$ cat config.mk
export PLATFORM = sky130hd
export DESIGN_NAME = dmpid_csr
export DESIGN_NICKNAME = d
export VERILOG_FILES = /design/src/sv/dmpid_pkg.sv /design/src/sv/dmpid_csr.sv
export SDC_FILE = /design/constraint.sdc
export NUM_CORES = 1
export LEC_CHECK = 0
export BUFFER_PORTS_ARGS = -buffer_cell sky130_fd_sc_hd__buf_4
export CAP_MARGIN = 20
export CORE_MARGIN = 2
export CORE_UTILIZATION = 51
export CTS_BUF_LIST = sky130_fd_sc_hd__clkbuf_16
export DETAILED_ROUTE_END_ITERATION = 6
export PLACE_DENSITY = 0.83
export SYNTH_ARGS = -nofsm -noshare
export SYNTH_HDL_FRONTEND = slang
export SYNTH_SLANG_ARGS = --single-unit
$ cat constraint.sdc
create_clock -name clock -period 1.3 [get_ports clock]
set_input_delay 0 -clock clock [delete_from_list [all_inputs] [get_ports clock]]
set_output_delay 0 -clock clock [all_outputs]
set_load 0.01 [all_outputs]
$ cat src/sv/dmpid_pkg.sv
// Shared types and constants for the dual-mode PID controller.
// Holds the beat structs, the configuration struct and the register indexes.
// No dependencies.
package dmpid_pkg;

   // Sample and result widths are fixed by the beat layout.
   localparam int SAMPLE_W = 16;
   localparam int GAIN_W   = 16;
   localparam int LIMIT_W  = 15;
   localparam int COUNT_W  = 16;
   localparam int DRIVE_W  = 16;

   // Internal datapath widths.
   localparam int ERR_W  = SAMPLE_W + 1;
   localparam int DIFF_W = ERR_W + 1;
   localparam int DD_W   = ERR_W + 2;
   localparam int PROD_W = GAIN_W + 1 + DD_W;
   localparam int ACC_W  = 32;
   localparam int SUM_W  = 40;

   localparam int CSR_INDEX_W = 3;
   localparam int CSR_DATA_W  = 16;

   localparam logic [LIMIT_W-1:0] LIMIT_RESET = '1;

   typedef enum logic [CSR_INDEX_W-1:0] {
      REG_KP              = 3'd0,
      REG_KI_DT           = 3'd1,
      REG_KD_DT           = 3'd2,
      REG_OUTPUT_LIMIT    = 3'd3,
      REG_VELOCITY_MODE   = 3'd4,
      REG_ERROR_TOLERANCE = 3'd5,
      REG_SETTLE_STEPS    = 3'd6
   } csr_index_type;

   typedef struct packed {
      logic signed [SAMPLE_W-1:0] target;
      logic signed [SAMPLE_W-1:0] measured;
   } req_type;

   typedef struct packed {
      logic signed [DRIVE_W-1:0] drive;
      logic                      converged;
   } rsp_type;

   typedef struct packed {
      logic [GAIN_W-1:0]   kp;
      logic [GAIN_W-1:0]   ki_dt;
      logic [GAIN_W-1:0]   kd_dt;
      logic [LIMIT_W-1:0]  output_limit;
      logic                velocity_mode;
      logic [SAMPLE_W-1:0] error_tolerance;
      logic [COUNT_W-1:0]  settle_steps;
   } cfg_type;

endpackage

$ cat src/sv/dmpid_csr.sv
// Configuration register file of the dual-mode PID controller.
// Depends on dmpid_pkg for the register indexes and the cfg_type struct.
module dmpid_csr (
   input  logic                                  clock,
   input  logic                                  reset,
   input  logic                                  csr_write_en,
   input  logic [dmpid_pkg::CSR_INDEX_W-1:0]     csr_index,
   input  logic [dmpid_pkg::CSR_DATA_W-1:0]      csr_wdata,
   output dmpid_pkg::cfg_type                    cfg
);
   import dmpid_pkg::*;

   cfg_type cfg_ff;
   cfg_type cfg_in;

   always_comb begin
      cfg_in = cfg_ff;
      if (csr_write_en) begin
         unique case (csr_index_type'(csr_index))
            REG_KP:              cfg_in.kp              = csr_wdata;
            REG_KI_DT:           cfg_in.ki_dt           = csr_wdata;
            REG_KD_DT:           cfg_in.kd_dt           = csr_wdata;
            REG_OUTPUT_LIMIT:    cfg_in.output_limit    = csr_wdata[LIMIT_W-1:0];
            REG_VELOCITY_MODE:   cfg_in.velocity_mode   = csr_wdata[0];
            REG_ERROR_TOLERANCE: cfg_in.error_tolerance = csr_wdata;
            REG_SETTLE_STEPS:    cfg_in.settle_steps    = csr_wdata;
            default:             cfg_in = cfg_ff;
         endcase
      end
   end

   always_ff @(posedge clock) begin
      if (reset) begin
         cfg_ff              <= '0;
         cfg_ff.output_limit <= LIMIT_RESET;
      end else begin
         cfg_ff <= cfg_in;
      end
   end

   assign cfg = cfg_ff;

endmodule

==> metrics.txt <==
Period minus WS final 0.861 ns; CTS max path bufs 2; leading cell types by count after synthesis sky130_fd_sc_hd__nand2b_1 (97), sky130_fd_sc_hd__dfxtp_1 (96), sky130_fd_sc_hd__mux2i_1 (96), sky130_fd_sc_hd__nor2_1 (30), sky130_fd_sc_hd__clkbuf_1 (13); Worst Hold Margin 0.0597 ns; number of buffers inserted to repair setup after CTS 0; final wirelength 9.00 mm; final total negative setup slack 0 ns; CORE AREA 0.00725 mm²; YS warnings 0; Fin Clk Skew 0 ns; kind of capture point of the worst setup path register; minimum setup slack after placement 0.137 ns; Initial DRT Pass Iterations 4; Leakage Power 0.00255 µW; gr usage total 0.223; library cells used by synthesis 16; DRT antenna net count 0; slew at the pin closest to its max-slew limit 0.307 ns; Critical Path RT 1.50 ns; crit path launch type input pin; CTS Buf Count 9; Congestion Overflow GR 0; vias 2,887; post-synth net total 375; share of final-layout standard cells stronger than drive strength 1 0.302; die width 90.5 µm; worst max-slew margin expressed relative to the limit 0.796; unrepaired setup endpoints after global routing no; post-synth top area share 0.503; overall die height 90.5 µm; I/O pin total 118; last weighted congestion value of the routability-driven placer 0.879; synthesized netlist cell count 353; final setup violating endpoints 0; Pwr per Cell Area 1190 mW/mm²; FF+latch count, synth 96; fillcell total 522; final hold violation count 0; top cells by area, synth sky130_fd_sc_hd__dfxtp_1 (50%), sky130_fd_sc_hd__mux2i_1 (25%), sky130_fd_sc_hd__nand2b_1 (16%); CTS H-tree depth 3; share of the core filled with cells 0.733; biggest area consumer among synthesized cells sky130_fd_sc_hd__dfxtp_1; DRC Markers 0; overall power of the completed layout 6350 µW; Initial Utilization 0.527; overall die area 0.00820 mm²; clock tree from TritonCTS yes; max capacitance violation total 0; Synth-to-Final Area Change 39.3%; number of antenna violations at the first check in global routing 0; count of pins over their slew limit 0; number of global-route vias before repair 2,886; run status completed; final net count 505; maximum vdd ir drop 0.000949 V; initial DRC count 98; most used standard cell by instance count after synthesis sky130_fd_sc_hd__nand2b_1; CP Data Arrival Time 1.06 ns; Setup Crit Path Kind input pin to register; detail-routed net length per standard cell 15.3 µm; Mapped Area 0.00382 mm²; Avg Synthesized Cell Area 10.8 µm²; number of gates given a new drive strength after cts 0; number of flip-flops in the largest register 96; smallest setup slack after layout 0.439 ns; most instantiated flip-flop cell in the synthesis netlist sky130_fd_sc_hd__dfxtp_1; PortBufs 117; Hold WC Path Type input pin to register; later-pin clock latency in the skew report 0.33 ns; share of the clock period used by the worst path 0.662; sum of net half-perimeters after detailed placement 6.34 mm; routed via count divided by cell count 4.93; fmax 1160 MHz; fraction of synthesis flops using an asynchronous set or reset pin 0; standard-cell rows 31; antenna diode count 0; Root Driver sky130_fd_sc_hd__clkbuf_16; pin count of the biggest net entering global routing 37; peak fanout along the critical path 5; part of the Yosys area used for sequential elements 0.503; number of enable-type register cells in the synthesized netlist 0; clock-pin transition on the worst setup and hold timing paths 0.06 ns; global-route wire length before repair 14.6 mm; clock tree sinks 96
-- per-layer routing --
metal | part of all wire | track usage | vias to the layer above
li1 | - | - | 1420
met1 | 0.45 | 0.286 | 1380
met2 | 0.49 | 0.370 | 72
met3 | 0.038 | 0.0367 | 15
met4 | 0.022 | 0.0962 | 0
met5 | 0 | 0 | -
-- power by group --
group	switching, µW	internal [µW]
clock	1070	1670
sequential	38.5	3010
combinational	259	301
total	1370	4970
-- final timing paths --
check,startpoint,endpoint,slack [ns],depth (start not counted)
hold reg to reg,cfg[77],cfg[77],0.48,2
setup / recovery,csr_wdata[11],cfg[11],0.44,4
hold / removal,reset,cfg[37],0.06,3
setup reg to reg,cfg[85],cfg[85],0.64,2
-- worst max-delay path, cell delays in order --
cell and delay (ns):
sky130_fd_sc_hd__dlygate4sd3_1 0.55, sky130_fd_sc_hd__buf_4 0.14, sky130_fd_sc_hd__nand2b_1 0.23, sky130_fd_sc_hd__mux2i_1 0.13
-- cell type report --
type	count	area [µm²]	area share
Clock inverter	6	85.1	0.0160
Clock buffer	9	225	0.0423
Multi-Input combinational cell	231	1780	0.334
Sequential cell	96	1920	0.361
Timing Repair Buffer	145	1190	0.223
Tap cell	99	124	0.0233
-- cells in the final DEF, fill, tap and decap left out, drive strengths merged, types with 2 or more instances in the layout --
| master | n |
|---|---|
| buf | 130 |
| nand2b | 97 |
| mux2i | 96 |
| dfxtp | 96 |
| nor2 | 30 |
| dlygate4sd3 | 15 |
| clkbuf | 9 |
| nand4b | 2 |
| clkinvlp | 2 |
| bufinv | 2 |
| clkinv | 2 |
-- through the flow --
step / instance area [µm²] / std cells
after floorplan: 3820 / 353
after global placement: 4860 / 556
after detailed placement: 4860 / 556
after CTS: 5320 / 586
after global routing: 5320 / 586
final: 5320 / 586
-- cells by family after synthesis --
group | after synthesis | synth area share
muxes | 96 | 0.252
DFF | 96 | 0.503
and+or+nand+nor | 135 | 0.209
buffers and inverters | 26 | 0.0360
-- timing repair --
action,4_1_cts,5_1_grt
hold endpoints to repair,15,0
setup endpoints to repair,0,0
hold buffers,15,0
Note: power is estimated with default switching activity, not from simulation.
