## src/sv/dmpid_pkg.sv

```systemverilog
// Shared types and constants for the dual-mode PID controller.
// Holds the beat structs, the configuration struct and the register indexes.
// No dependencies.
package dmpid_pkg;

   // Sample and result widths are fixed by the beat layout.
   localparam int SAMPLE_W = 16;
   localparam int GAIN_W   = 16;
   localparam int LIMIT_W  = 15;
   localparam int COUNT_W  = 16;
   localparam int DRIVE_W  = 16;

   // Internal datapath widths.
   localparam int ERR_W  = SAMPLE_W + 1;
   localparam int DIFF_W = ERR_W + 1;
   localparam int DD_W   = ERR_W + 2;
   localparam int PROD_W = GAIN_W + 1 + DD_W;
   localparam int ACC_W  = 32;
   localparam int SUM_W  = 40;

   localparam int CSR_INDEX_W = 3;
   localparam int CSR_DATA_W  = 16;

   localparam logic [LIMIT_W-1:0] LIMIT_RESET = '1;

   typedef enum logic [CSR_INDEX_W-1:0] {
      REG_KP              = 3'd0,
      REG_KI_DT           = 3'd1,
      REG_KD_DT           = 3'd2,
      REG_OUTPUT_LIMIT    = 3'd3,
      REG_VELOCITY_MODE   = 3'd4,
      REG_ERROR_TOLERANCE = 3'd5,
      REG_SETTLE_STEPS    = 3'd6
   } csr_index_type;

   typedef struct packed {
      logic signed [SAMPLE_W-1:0] target;
      logic signed [SAMPLE_W-1:0] measured;
   } req_type;

   typedef struct packed {
      logic signed [DRIVE_W-1:0] drive;
      logic                      converged;
   } rsp_type;

   typedef struct packed {
      logic [GAIN_W-1:0]   kp;
      logic [GAIN_W-1:0]   ki_dt;
      logic [GAIN_W-1:0]   kd_dt;
      logic [LIMIT_W-1:0]  output_limit;
      logic                velocity_mode;
      logic [SAMPLE_W-1:0] error_tolerance;
      logic [COUNT_W-1:0]  settle_steps;
   } cfg_type;

endpackage

```

## src/sv/dmpid_datapath.sv

```systemverilog
// Single-pass PID datapath with controller state and settle counter.
// Depends on dmpid_pkg for the beat and configuration structs.
module dmpid_datapath #(
   parameter int GAIN_FRACTION_BITS = 8
) (
   input  logic               clock,
   input  logic               reset,
   input  logic               step_en,
   input  dmpid_pkg::req_type sample,
   input  dmpid_pkg::cfg_type cfg,
   output dmpid_pkg::rsp_type result
);
   import dmpid_pkg::*;

   localparam int F = GAIN_FRACTION_BITS;
   localparam logic signed [SUM_W-1:0] HALF = SUM_W'((2 ** F) / 2);
   localparam logic signed [SUM_W-1:0] ACC_MAX = SUM_W'(64'sd2147483647);
   localparam logic signed [SUM_W-1:0] ACC_MIN = -SUM_W'(64'sd2147483648);

   logic signed [ACC_W-1:0]  integral_ff, integral_in;
   logic signed [ACC_W-1:0]  vacc_ff, vacc_in;
   logic signed [ERR_W-1:0]  last_err_ff, prev_err_ff;
   logic [COUNT_W-1:0]       settle_cnt_ff, settle_cnt_in;

   logic signed [ERR_W-1:0]  err;
   logic signed [DIFF_W-1:0] d1;
   logic signed [DD_W-1:0]   d2;
   logic signed [DD_W-1:0]   kp_op, kd_op;
   logic signed [GAIN_W:0]   kp_s, ki_s, kd_s;
   logic signed [PROD_W-1:0] p_kp, p_ki, p_kd;
   logic signed [SUM_W-1:0]  pd_sum, ilim, i_raw, pos_sum, v_raw, sum, rnd, lim;
   logic [ERR_W-1:0]         err_mag;
   logic                     settled;

   always_comb begin
      err = ERR_W'(sample.target) - ERR_W'(sample.measured);
      d1  = DIFF_W'(err) - DIFF_W'(last_err_ff);
      d2  = DD_W'(err) - (DD_W'(last_err_ff) <<< 1) + DD_W'(prev_err_ff);

      // The kp and kd multipliers are shared by both forms; only the operands move.
      kp_op = cfg.velocity_mode ? DD_W'(d1) : DD_W'(err);
      kd_op = cfg.velocity_mode ? d2 : DD_W'(d1);

      kp_s = $signed({1'b0, cfg.kp});
      ki_s = $signed({1'b0, cfg.ki_dt});
      kd_s = $signed({1'b0, cfg.kd_dt});

      p_kp = kp_s * kp_op;
      p_ki = ki_s * err;
      p_kd = kd_s * kd_op;

      pd_sum = SUM_W'(p_kp) + SUM_W'(p_kd);

      // Positional form: integral saturates at the output limit in Q form.
      ilim  = $signed(SUM_W'(cfg.output_limit) << F);
      i_raw = SUM_W'(integral_ff) + SUM_W'(p_ki);
      if (i_raw > ilim) begin
         integral_in = ACC_W'(ilim);
      end else if (i_raw < -ilim) begin
         integral_in = ACC_W'(-ilim);
      end else begin
         integral_in = ACC_W'(i_raw);
      end
      pos_sum = pd_sum + SUM_W'(integral_in);

      // Velocity form: accumulator saturates at the signed 32-bit bounds.
      v_raw = SUM_W'(vacc_ff) + pd_sum + SUM_W'(p_ki);
      if (v_raw > ACC_MAX) begin
         vacc_in = ACC_W'(ACC_MAX);
      end else if (v_raw < ACC_MIN) begin
         vacc_in = ACC_W'(ACC_MIN);
      end else begin
         vacc_in = ACC_W'(v_raw);
      end

      sum = cfg.velocity_mode ? SUM_W'(vacc_in) : pos_sum;
      rnd = (sum + HALF) >>> F;
      lim = $signed(SUM_W'(cfg.output_limit));
      if (rnd > lim) begin
         result.drive = DRIVE_W'(lim);
      end else if (rnd < -lim) begin
         result.drive = DRIVE_W'(-lim);
      end else begin
         result.drive = DRIVE_W'(rnd);
      end

      err_mag = err[ERR_W-1] ? ERR_W'(-err) : ERR_W'(err);
      settled = (err_mag <= ERR_W'(cfg.error_tolerance));
      if (!settled) begin
         settle_cnt_in = '0;
      end else if (settle_cnt_ff == '1) begin
         settle_cnt_in = settle_cnt_ff;
      end else begin
         settle_cnt_in = settle_cnt_ff + 1'b1;
      end
      result.converged = settled && (settle_cnt_in > cfg.settle_steps);
   end

   always_ff @(posedge clock) begin
      if (reset) begin
         integral_ff   <= '0;
         vacc_ff       <= '0;
         last_err_ff   <= '0;
         prev_err_ff   <= '0;
         settle_cnt_ff <= '0;
      end else if (step_en) begin
         if (cfg.velocity_mode) begin
            vacc_ff <= vacc_in;
         end else begin
            integral_ff <= integral_in;
         end
         prev_err_ff   <= last_err_ff;
         last_err_ff   <= err;
         settle_cnt_ff <= settle_cnt_in;
      end
   end

endmodule

```

## config.mk

```make
export PLATFORM = sky130hd
export DESIGN_NAME = dmpid_datapath
export DESIGN_NICKNAME = d
export VERILOG_FILES = /design/src/sv/dmpid_pkg.sv /design/src/sv/dmpid_datapath.sv
export SDC_FILE = /design/constraint.sdc
export NUM_CORES = 2
export LEC_CHECK = 0
export BUFFER_PORTS_ARGS = -buffer_cell sky130_fd_sc_hd__buf_2
export CORE_MARGIN = 3
export CORE_UTILIZATION = 60
export DETAILED_ROUTE_END_ITERATION = 16
export PLACE_DENSITY = 0.78
export SYNTH_ARGS = -nofsm -noshare
export SYNTH_HDL_FRONTEND = slang
export SYNTH_SLANG_ARGS = --single-unit
```

## constraint.sdc

```tcl
create_clock -name clock -period 32.4 [get_ports clock]
set_clock_uncertainty 0.1 [all_clocks]
set_input_delay 3.24 -clock clock [delete_from_list [all_inputs] [get_ports clock]]
set_output_delay 3.24 -clock clock [all_outputs]
set_load 0.05 [all_outputs]
```

==> metrics <==
gpl congestion=1.02; area share of fa/ha/maj cells after synthesis=49.2%; post-cts resize count=0; Die Wd=302 µm; clock root cell=clkbuf_16; Post-Place Cells=7,450; main combinational cell family by area after synthesis=adder cells; syn_area_per_cell=8.31 µm²; Via density=5.88; predominant post-synthesis flop cell=dfxtp_1; Arr. time, crit path=26,870 ps; maximum number of pins on one net before global-route repair=77; metal3 WL=11,500 µm; via count=44,000; fin cells=7,485; unrepaired setup endpoints after global routing=false; initial antenna violation count=3; CP Class=input pin to output port; Max-Cap Viols=0; Synth cell types=99; Slowest Stage Delay on Critical Path=870 ps; area of the mapped netlist=52,600 µm²; commonest non-fill, non-tap cell in the layout=inv_1; Routed WL per cell=20.2 µm; setup bufs post-CTS=0; Layout fillers=7,363; endpoints failing hold=0; net count after synthesis=7,977; post-route ant nets=0; mux contribution to synthesized area=1.61%; final setup TNS=0 ps; Worst-path clk slew=70 ps; Rel. slew slack=23.1%; core area=86,900 µm²; clock net sink count=114; Port Buffers=147; Final min period=30,210 ps; post-synth top area cell=fa_1; register area share after synthesis=4.34%; TritonCTS clock tree=done; Worst-Skew Late Latency=460 ps; hold bufs inserted after CTS=0; buffer levels on the longest clock path=2; XOR/XNOR share of the synthesized area=4.05%; nets=7,959; Ys Warns=0; startpoint types=input pin; Synth area leaders=fa_1 35%, ha_1 14%, inv_1 8.8%; I/O pin cnt=148; Routed met2 length=71,300 µm; Worst setup EP type=output port; CP max stage cell=a2111oi_0; number of synthesized flops with an enable pin=0; worst-path maximum fanout=27; most frequent cells in the layout=1,238 x inv_1, 929 x fa_1, 714 x nand2_1; die height=302 µm; Compound-Gate Fraction of Synth Area=12.1%; Worst-Margin Slew=1150 ps; grt ovf=0; status=finished, final reports clean; H-tree Lvls=4; initial core utilization=60.6%; Routed WL=151,000 µm; fmax=33.1 MHz; met1 wire length=62,100 µm; post-synth top area share=35.3%; row cnt=108; DR DRC count=0; total track usage=34.2%; via count of the first global-routing pass=45,800; die area=91,300 µm²; Data required, critical path=29,060 ps; simple-gate area share of the yosys netlist=18.0%; area grow syn2layout=4.63%; count of pins over their slew limit=0; first-pass GRT wire length=246,000 µm; #FFs+latches synth=114; part of the cycle the worst path needs=93.2%; proportion of layout cells with a drive suffix above 1=5.33%; highest routed layer=met4; initial DRC count=3,439; final core utilization=63.4%; TritonCTS Buffers=17; worst hold path type=register to register; hpwl dp=127,000 µm; TritonRoute pass-1 iters=8; final setup fails=0; Post-synth ARST share=0%; post-synthesis cell count=6,332
## sequential cells by signal (all words and copies together) (netlist names)
| name | flops |
|---|---|
| last_err_ff | 17 |
| integral_ff | 32 |
| vacc_ff | 32 |
| prev_err_ff | 17 |
| settle_cnt_ff | 16 |
## worst paths after layout
| path | startpoint | to | slack [ps] | cells after the start |
|---|---|---|---|---|
| hold reg to reg | vacc_ff[31] | vacc_ff[31] | 360 | 2 |
| setup / recovery | sample[0] | result[10] | 2190 | 82 |
| setup reg to reg | last_err_ff[1] | vacc_ff[17] | 15270 | 57 |
| hold / removal | vacc_ff[31] | vacc_ff[31] | 360 | 2 |
## kinds of logic after synthesis
family	Yosys count
AOI/OAI and AO/OA	953
DFF	114
adders and majority gates	1514
muxes	83
buffers and inverters	1486
and+or+nand+nor	1941
xor gates and xnor gates	241
## metrics by stage
step           hold slack, ps  area [µm²]  setup WS, ps
3_3_place_gp              341       54500          3210
5_1_grt                   380       55100           905
3_5_place_dp              348       54500          2640
4_1_cts                   358       55100          2530
2_1_floorplan             332       52600          5710
6_report                  356       55100          2190
## worst max-delay path, delay by kind of cell
family          cells  cell delay (ps)
xor+xnor            3              870
compound gates     35             9570
fa+ha+maj          16             7200
buf+inv             7             1350
simple gates       21             4580
## layout make-up
class	count	area [µm²]	area share, %
Antenna cell	3	7.51	0.0136
Clock buffer	19	443	0.804
Clock inverter	13	135	0.245
Inverter	1241	4660	8.46
Multi-Input combinational cell	4732	44900	81.5
Sequential cell	114	2280	4.14
Tap cell	1155	1450	2.62
Timing Repair Buffer	208	1200	2.18
## cell usage after synthesis (10+ instances only)
cell type / number
dfxtp_1: 114
clkbuf_1: 207
o21a_1: 65
mux2_2: 10
nor2_1: 330
a31oi_1: 33
fa_1: 929
ha_1: 585
o21bai_1: 39
and2_1: 385
xnor2_1: 168
a21o_1: 119
mux2i_1: 72
nand2_1: 714
a311o_1: 11
nand4_1: 51
or3_1: 33
o21ai_0: 164
a21oi_1: 255
xor2_1: 71
inv_1: 1239
nand2b_1: 61
a211o_1: 11
nand3_1: 71
o22ai_1: 16
nor4_1: 20
or2_2: 18
a211oi_1: 48
buf_1: 30
o31ai_1: 21
o211ai_1: 29
nor2b_1: 79
a21boi_0: 20
or4_1: 10
nor3_1: 83
a311oi_1: 13
and3_1: 46
## routing by layer
metal	vias up	track usage [%]
met5	-	0
met4	0	13.2
met3	356	5.14
met2	1719	56.2
met1	21800	45.7
li1	20100	-
Power is not shown: default switching activity piles up to over one toggle a cycle in this logic, so the estimate is an artifact.
